==> config.mk <==
export PLATFORM = sky130hd
export DESIGN_NAME = sact_ram
export DESIGN_NICKNAME = d
export VERILOG_FILES = /design/src/shift_add_cost_table_assert.svh /design/src/sact_ram.sv
export SDC_FILE = /design/constraint.sdc
export NUM_CORES = 1
export LEC_CHECK = 0
export CAP_MARGIN = 20
export CORE_MARGIN = 8
export CORE_UTILIZATION = 56
export CTS_CLUSTER_SIZE = 16
export DETAILED_ROUTE_END_ITERATION = 8
export DONT_BUFFER_PORTS = 1
export GPL_ROUTABILITY_DRIVEN = 1
export PLACE_DENSITY = 0.74
export SLEW_MARGIN = 20
export SYNTH_ARGS = -nofsm -noshare
export SYNTH_HDL_FRONTEND = slang
export SYNTH_SLANG_ARGS = --single-unit
export TNS_END_PERCENT = 10
==> constraint.sdc <==
create_clock -name clk_i -period 1.9 [get_ports clk_i]
set_input_delay 0.38 -clock clk_i [delete_from_list [all_inputs] [get_ports clk_i]]
set_output_delay 0.38 -clock clk_i [all_outputs]
set_load 0.005 [all_outputs]
==> src/shift_add_cost_table_assert.svh <==
`ifndef SHIFT_ADD_COST_TABLE_ASSERT_SVH
`define SHIFT_ADD_COST_TABLE_ASSERT_SVH
// Assertion helpers: implication checked on every rising edge outside reset.
`define SACT_ASSERT_IMP(lbl, ante, cons, msg) \
  lbl: assert property (@(posedge clk_i) disable iff (!rst_ni) (ante) |-> (cons)) \
    else $error(msg);
`define SACT_ASSERT_NEXT(lbl, ante, cons, msg) \
  lbl: assert property (@(posedge clk_i) disable iff (!rst_ni) (ante) |=> (cons)) \
    else $error(msg);
`endif

==> src/sact_ram.sv <==
module sact_ram #(
  parameter int unsigned Width = 8,
  parameter int unsigned Depth = 16
) (
  input  logic                     clk_i,
  input  logic                     we_i,
  input  logic [$clog2(Depth)-1:0] waddr_i,
  input  logic [Width-1:0]         wdata_i,
  input  logic [$clog2(Depth)-1:0] raddr_i,
  output logic [Width-1:0]         rdata_o
);
  logic [Width-1:0] mem_q [Depth];

  always_ff @(posedge clk_i) begin
    if (we_i) begin
      mem_q[waddr_i] <= wdata_i;
    end
    rdata_o <= mem_q[raddr_i];
  end
endmodule

==> results.yml, run 1 <==
sta:
  slew_at_the_pin_closest_to_its_max_slew_limit_ns: 0.6047
  relSlewSlack_pct: 59.54
  fin_tns_setup_ns: 0
  hold_viol_final: 0
  timing.final.setup_violations: 0
  rsz_0062_raised_after_global_routing: "no"
  worst_path_setup_slack_after_routing_ns: 0.5176
  min_period_ns: 1.382
  timing_max_transition_violations_final: 0
  final_min_period_over_clock_period_pct: 72.76
  fmax_mhz: 723.4
  finClkSkew_ns: 0.007582
detailed_routing:
  first_drt_iteration_drcs: 164
  wire_length_reported_by_the_detailed_router_um: 9549
  drt_first_pass_iters: 5
  num_vias: 2328
  drt.antenna.violating_nets: 0
  detail_route.vias_per_cell: 6.016
  routedWlPerCell_um: 24.67
  remaining_drc_errors: 0
global_route:
  grt_use_met2_pct: 25.61
  groute.usage.overall_pct: 16.74
  global_route.usage.met3_pct: 4.762
  grt_max_degree: 33
  use_met1_pct: 21.41
  antenna_violations_before_repair: 0
  first_global_vias: 2492
  busiest_layer: "met2"
  grt_remaining_overflow: 0
  global_route_wire_length_before_repair_um: 14770
clock_network:
  clock_sink_count: 136
  cts-buffers-inserted: 17
  clock_latency_ns: 0.52
  clk_pin_slew_worst_paths_ns: 0.06
  clock-root-buffer: "sky130_fd_sc_hd__clkbuf_8"
  max-clock-path-buffers: 2
  cts_tree: "done"
  h-tree-depth: 4
  cts.repair_timing.setup_buffer_count: 0
power:
  power_density_mw_per_mm2: 1172
  p_leak_uw: 0.002023
  irDropWorstVdd_mv: 0.9604
  post-layout-total-power_uw: 7088
worst_setup_path:
  critical-path-max-stage-delay_ns: 0.51
  cp-start-kind: "flop"
  worstPathCellList: "mux4_1 > a22oi_1 > nand2_1"
  cp_num_buf_inv: 0
  setup.worst_path.class: "flop to flop"
  cp.arrival_ns: 1.78
  critical_path_peak_fanout: 1
  required_ns: 2.30
  regToRegSetupSlack_ns: 0.52
  endpoint_kind: "flop"
  worst_path_dominant_cell_family: "multiplexers"
  crit_path_top_delay_cell: "sky130_fd_sc_hd__mux4_1"
placed_design:
  pre_cts_ws_ns: 0.3603
  number_of_placed_cells_counting_well_taps: 347
  finalWeightedCongestion: 0.7812
  detailed_place_hpwl_um: 5714
  place.port_buffers: 0
  placed_standard_cell_area_mm2: 0.005328
logic_synthesis:
  synth_sequential_area_ratio_pct: 77.78
  syn_avg_cell_area_um2: 22.48
  synthesized_netlist_net_count: 247
  dominant_combinational_cell_family_by_area_after_synthesis: "multiplexers"
  share_of_the_synthesized_area_in_compound_gates_ao_oa_aoi_oai_pct: 2.333
  ys_types: 19
  synth-adder-area-share_pct: 0
  syn_inst: 229
  cell_area_synth_mm2: 0.005147
  ys_ff_latch: 136
  synth_warnings: 0
  xor_and_xnor_area_share_after_synthesis_pct: 0
  synth.area.mux_share_pct: 15.02
  yosys.area_share.simple_pct: 3.184
hold_path:
  hold_path_class: "primary input to flop"
floorplan:
  placementRows: 35
  floorplan.die_area_mm2: 0.01252
  die_x_um: 111.9
  die_h_um: 111.9
  initial_standard_cell_utilization_of_the_core_pct: 56.78
  placeableCoreArea_mm2: 0.009065
  floorplan.io_pins: 26
layout:
  fin_nets: 281
  layout-area-overhead-vs-synth_pct: 17.50
  layout.cells.non_filler: 387
  final_layout_size_suffix_gt1_share_pct: 24.64
  final_cell_area_mm2: 0.006048
  final.fill_count: 582
  antennaDiodeCount: 0
run_status:
  run_status: "complete, no violations"
job:
  maxCapViolations: 0
==> power by group <==
group          switching, uW  total [uW]  internal, uW  leakage (uW)
sequential              23.6        3380          3360       0.00122
combinational            118         232           114      0.000495
clock                   1210        3480          2270      0.000304
total                   1350        7090          5740       0.00202
==> metal layers <==
| layer | wire [um] | vias up |
|---|---|---|
| li1 | - | 1045 |
| met1 | 3923 | 1191 |
| met2 | 4760 | 82 |
| met3 | 742 | 10 |
| met4 | 123 | 0 |
| met5 | 0 | - |
==> through the flow <==
step / utilization, % / hold slack (ns)
finish: 66.72 / 0.1594
global route: 66.72 / 0.1588
CTS: 66.72 / 0.1361
detailed placement: 58.77 / 0.4798
global placement: 58.77 / 0.4800
floorplan: - / 0.4789
==> worst reg2reg max path, stage by stage (launching register included) <==
cell                       delay (ns)
sky130_fd_sc_hd__edfxtp_1        0.39
sky130_fd_sc_hd__mux4_1          0.51
sky130_fd_sc_hd__a22oi_1         0.28
sky130_fd_sc_hd__nand2_1         0.09
==> cell usage after synthesis <==
master	n	area, um^2
sky130_fd_sc_hd__nand3_1	1	5.000
sky130_fd_sc_hd__nor2_1	13	48.80
sky130_fd_sc_hd__buf_6	3	33.78
sky130_fd_sc_hd__mux4_2	18	405.4
sky130_fd_sc_hd__or3b_2	1	8.760
sky130_fd_sc_hd__and2_1	1	6.260
sky130_fd_sc_hd__edfxtp_1	128	3844
sky130_fd_sc_hd__dfxtp_1	8	160.2
sky130_fd_sc_hd__mux4_1	14	367.9
sky130_fd_sc_hd__clkdlybuf4s25_2	3	30.03
sky130_fd_sc_hd__nand2b_1	2	12.51
sky130_fd_sc_hd__buf_2	3	15.01
sky130_fd_sc_hd__nor3_1	4	20.02
sky130_fd_sc_hd__nand3b_1	2	15.01
sky130_fd_sc_hd__a22oi_1	16	120.1
sky130_fd_sc_hd__nand2_1	9	33.78
sky130_fd_sc_hd__buf_4	1	7.510
sky130_fd_sc_hd__nor2b_1	1	6.260
sky130_fd_sc_hd__and2b_1	1	7.510
==> sequential cells by signal, indices dropped and copies added, names as in the netlist <==
register,flops
mem_q,128
rdata_o,8
==> kinds of logic (layout without fill, tap and decap cells) <==
logic type,Yosys count,in the layout
compound gates,16,16
simple gates,35,35
buf+inv,10,57
mux,32,32
flops,136,136
==> cell type report <==
class / count / area [um^2] / area share (%)
well taps: 111 / 138.9 / 2.296
repair buffers: 25 / 207.7 / 3.434
flip-flops and latches: 136 / 4004 / 66.20
clock inverters: 15 / 226.5 / 3.744
multi-input cells: 83 / 1057 / 17.48
clock buffers: 17 / 414.1 / 6.847
==> path summary, 6_finish.rpt <==
path	start	endpoint	cells past startpoint
setup reg to reg	mem_q[0][1]$_DFFE_PP_	rdata_o[1]$_DFF_P_	3
hold reg to reg	mem_q[12][3]$_DFFE_PP_	rdata_o[3]$_DFF_P_	3
setup / recovery	mem_q[0][1]$_DFFE_PP_	rdata_o[1]$_DFF_P_	3
hold / removal	raddr_i[1]	rdata_o[5]$_DFF_P_	3
==> cells in the final DEF (no fill, tap or decap), drive strengths merged <==
master,instances
and2,1
dlygate4sd3,8
nand3b,2
nand3,1
bufinv,5
nand2b,2
clkinv,6
mux4,32
and2b,1
dfxtp,8
a22oi,16
nor2b,1
nand2,9
clkbuf,17
clkinvlp,3
nor2,13
nor3,4
buf,17
edfxtp,128
inv,1
or3b,1
==> repair_timing <==
item                      CTS  global route
hold endpoints to repair  128             0
gates resized for setup     0             0
hold buffers                8             0
Power figures use the tool's default switching activity.
==> run 2: changes to the inputs <==
- clock period: 1.9 -> 1.1 ns (I/O delays scaled with it)
==> results.yml, run 2 (synthesis results as in run 1) <==
worst_setup_path:
  regToRegSetupSlack_ns: -0.21
  setup.worst_path.class: "flop to flop"
  critical_path_peak_fanout: 1
  cp.arrival_ns: 1.71
  endpoint_kind: "flop"
  cp-start-kind: "flop"
  required_ns: 1.50
sta:
  finClkSkew_ns: 0.004979
  relSlewSlack_pct: 51.36
  slew_at_the_pin_closest_to_its_max_slew_limit_ns: 0.7282
  fmax_mhz: 761.1
  timing_max_transition_violations_final: 0
  hold_viol_final: 0
  worst_path_setup_slack_after_routing_ns: -0.2139
  final_min_period_over_clock_period_pct: 119.4
  min_period_ns: 1.314
  timing.final.setup_violations: 8
  rsz_0062_raised_after_global_routing: "yes"
clock_network:
  clock_sink_count: 136
  cts.repair_timing.setup_buffer_count: 0
  h-tree-depth: 4
  clock-root-buffer: "sky130_fd_sc_hd__clkbuf_8"
  clock_latency_ns: 0.52
  clk_pin_slew_worst_paths_ns: 0.06
  cts_tree: "done"
  max-clock-path-buffers: 2
  cts-buffers-inserted: 17
placed_design:
  detailed_place_hpwl_um: 6118
  place.port_buffers: 0
  pre_cts_ws_ns: -0.2908
  finalWeightedCongestion: 0.7315
detailed_routing:
  drt.antenna.violating_nets: 0
  remaining_drc_errors: 0
  wire_length_reported_by_the_detailed_router_um: 10390
  drt_first_pass_iters: 5
  first_drt_iteration_drcs: 165
  num_vias: 2461
  routedWlPerCell_um: 26.23
  detail_route.vias_per_cell: 6.215
floorplan:
  initial_standard_cell_utilization_of_the_core_pct: 56.78
  floorplan.io_pins: 26
  placeableCoreArea_mm2: 0.009065
  die_h_um: 111.9
  placementRows: 35
  floorplan.die_area_mm2: 0.01252
  die_x_um: 111.9
layout:
  final_layout_size_suffix_gt1_share_pct: 34.39
  reg_top3: "mem_q (128), rdata_o (8)"
  layout-area-overhead-vs-synth_pct: 17.62
  fin_nets: 290
  final.fill_count: 558
  layout.cells.most_common: "sky130_fd_sc_hd__edfxtp_1"
  mostFrequentLayoutCells: "128 x sky130_fd_sc_hd__edfxtp_1, 29 x sky130_fd_sc_hd__mux4_2, 24 x sky130_fd_sc_hd__buf_4, 16 x sky130_fd_sc_hd__clkbuf_16"
  largest_register_ff_count: 128
  largest_register: "mem_q"
  antennaDiodeCount: 0
hold_path:
  hold_path_class: "primary input to flop"
run_status:
  run_status: "finished with violations"
  failing_checks: "negative setup slack"
power:
  p_leak_uw: 0.002001
  irDropWorstVdd_mv: 0.8441
  power_density_mw_per_mm2: 1894
  post-layout-total-power_uw: 11470
job:
  maxCapViolations: 0
global_route:
  antenna_violations_before_repair: 0
  global_route_wire_length_before_repair_um: 15590
  grt_max_degree: 33
  first_global_vias: 2565
  grt_remaining_overflow: 0
  groute.usage.overall_pct: 17.75
run 2: critical path: stages, from the launching register on:
cell,delay (ns)
sky130_fd_sc_hd__edfxtp_1,0.35
sky130_fd_sc_hd__mux4_2,0.48
sky130_fd_sc_hd__a22oi_2,0.26
sky130_fd_sc_hd__nand2_1,0.09
run 2: layout make-up:
| type | count | area (um^2) | area share (%) |
|---|---|---|---|
| multi-input cells | 83 | 1082 | 17.88 |
| clock buffers | 21 | 429.2 | 7.088 |
| well taps | 111 | 138.9 | 2.294 |
| flip-flops and latches | 136 | 4008 | 66.19 |
| clock inverters | 11 | 106.4 | 1.757 |
| repair buffers | 34 | 290.3 | 4.794 |
run 2: what timing repair did:
item | 4_1_cts | 5_1_grt
pin swaps | 2 | 2
endpoints found under the hold margin | 131 | 0
resized for setup | 9 | 2
setup endpoints to repair | 11 | 13
hold buffers | 9 | 0
run 2: per-stage QoR:
| stage | hold slack (ns) | utilization [%] | TNS [ns] | area, um^2 | cells |
|---|---|---|---|---|---|
| after floorplan | 0.3189 | - | -14.16 | 5161 | 229 |
| after global placement | 0.3199 | 59.68 | -8.145 | 5410 | 356 |
| after detailed placement | 0.3197 | 59.68 | -9.261 | 5410 | 356 |
| after CTS | 0.002545 | 66.68 | -1.511 | 6045 | 396 |
| after global routing | 0.01267 | 66.79 | -1.814 | 6055 | 396 |
| final | 0.01321 | 66.79 | -1.434 | 6055 | 396 |
run 2: final timing paths:
path                                             start  cells past startpoint            endpoint
worst max-delay path             mem_q[3][6]$_DFFE_PP_                      3  rdata_o[6]$_DFF_P_
worst min-delay path                        raddr_i[1]                      3  rdata_o[7]$_DFF_P_
worst max register to register   mem_q[3][6]$_DFFE_PP_                      3  rdata_o[6]$_DFF_P_
worst min register to register  mem_q[15][5]$_DFFE_PP_                      3  rdata_o[5]$_DFF_P_
run 2: where the power goes:
group          leakage, uW  total [uW]  internal [uW]  switching [uW]
Sequential         0.00122        5850           5800            45.6
Clock             0.000266        5170           3180            1990
Combinational     0.000511         451            223             229
run 2: layer usage:
metal | global-route usage, % | part of all wire (%) | vias up
met5 | 0 | 0 | -
met4 | 8.295 | 1.4 | 0
met3 | 4.816 | 5.1 | 14
met2 | 27.71 | 51 | 90
met1 | 22.74 | 42 | 1306
li1 | - | - | 1051
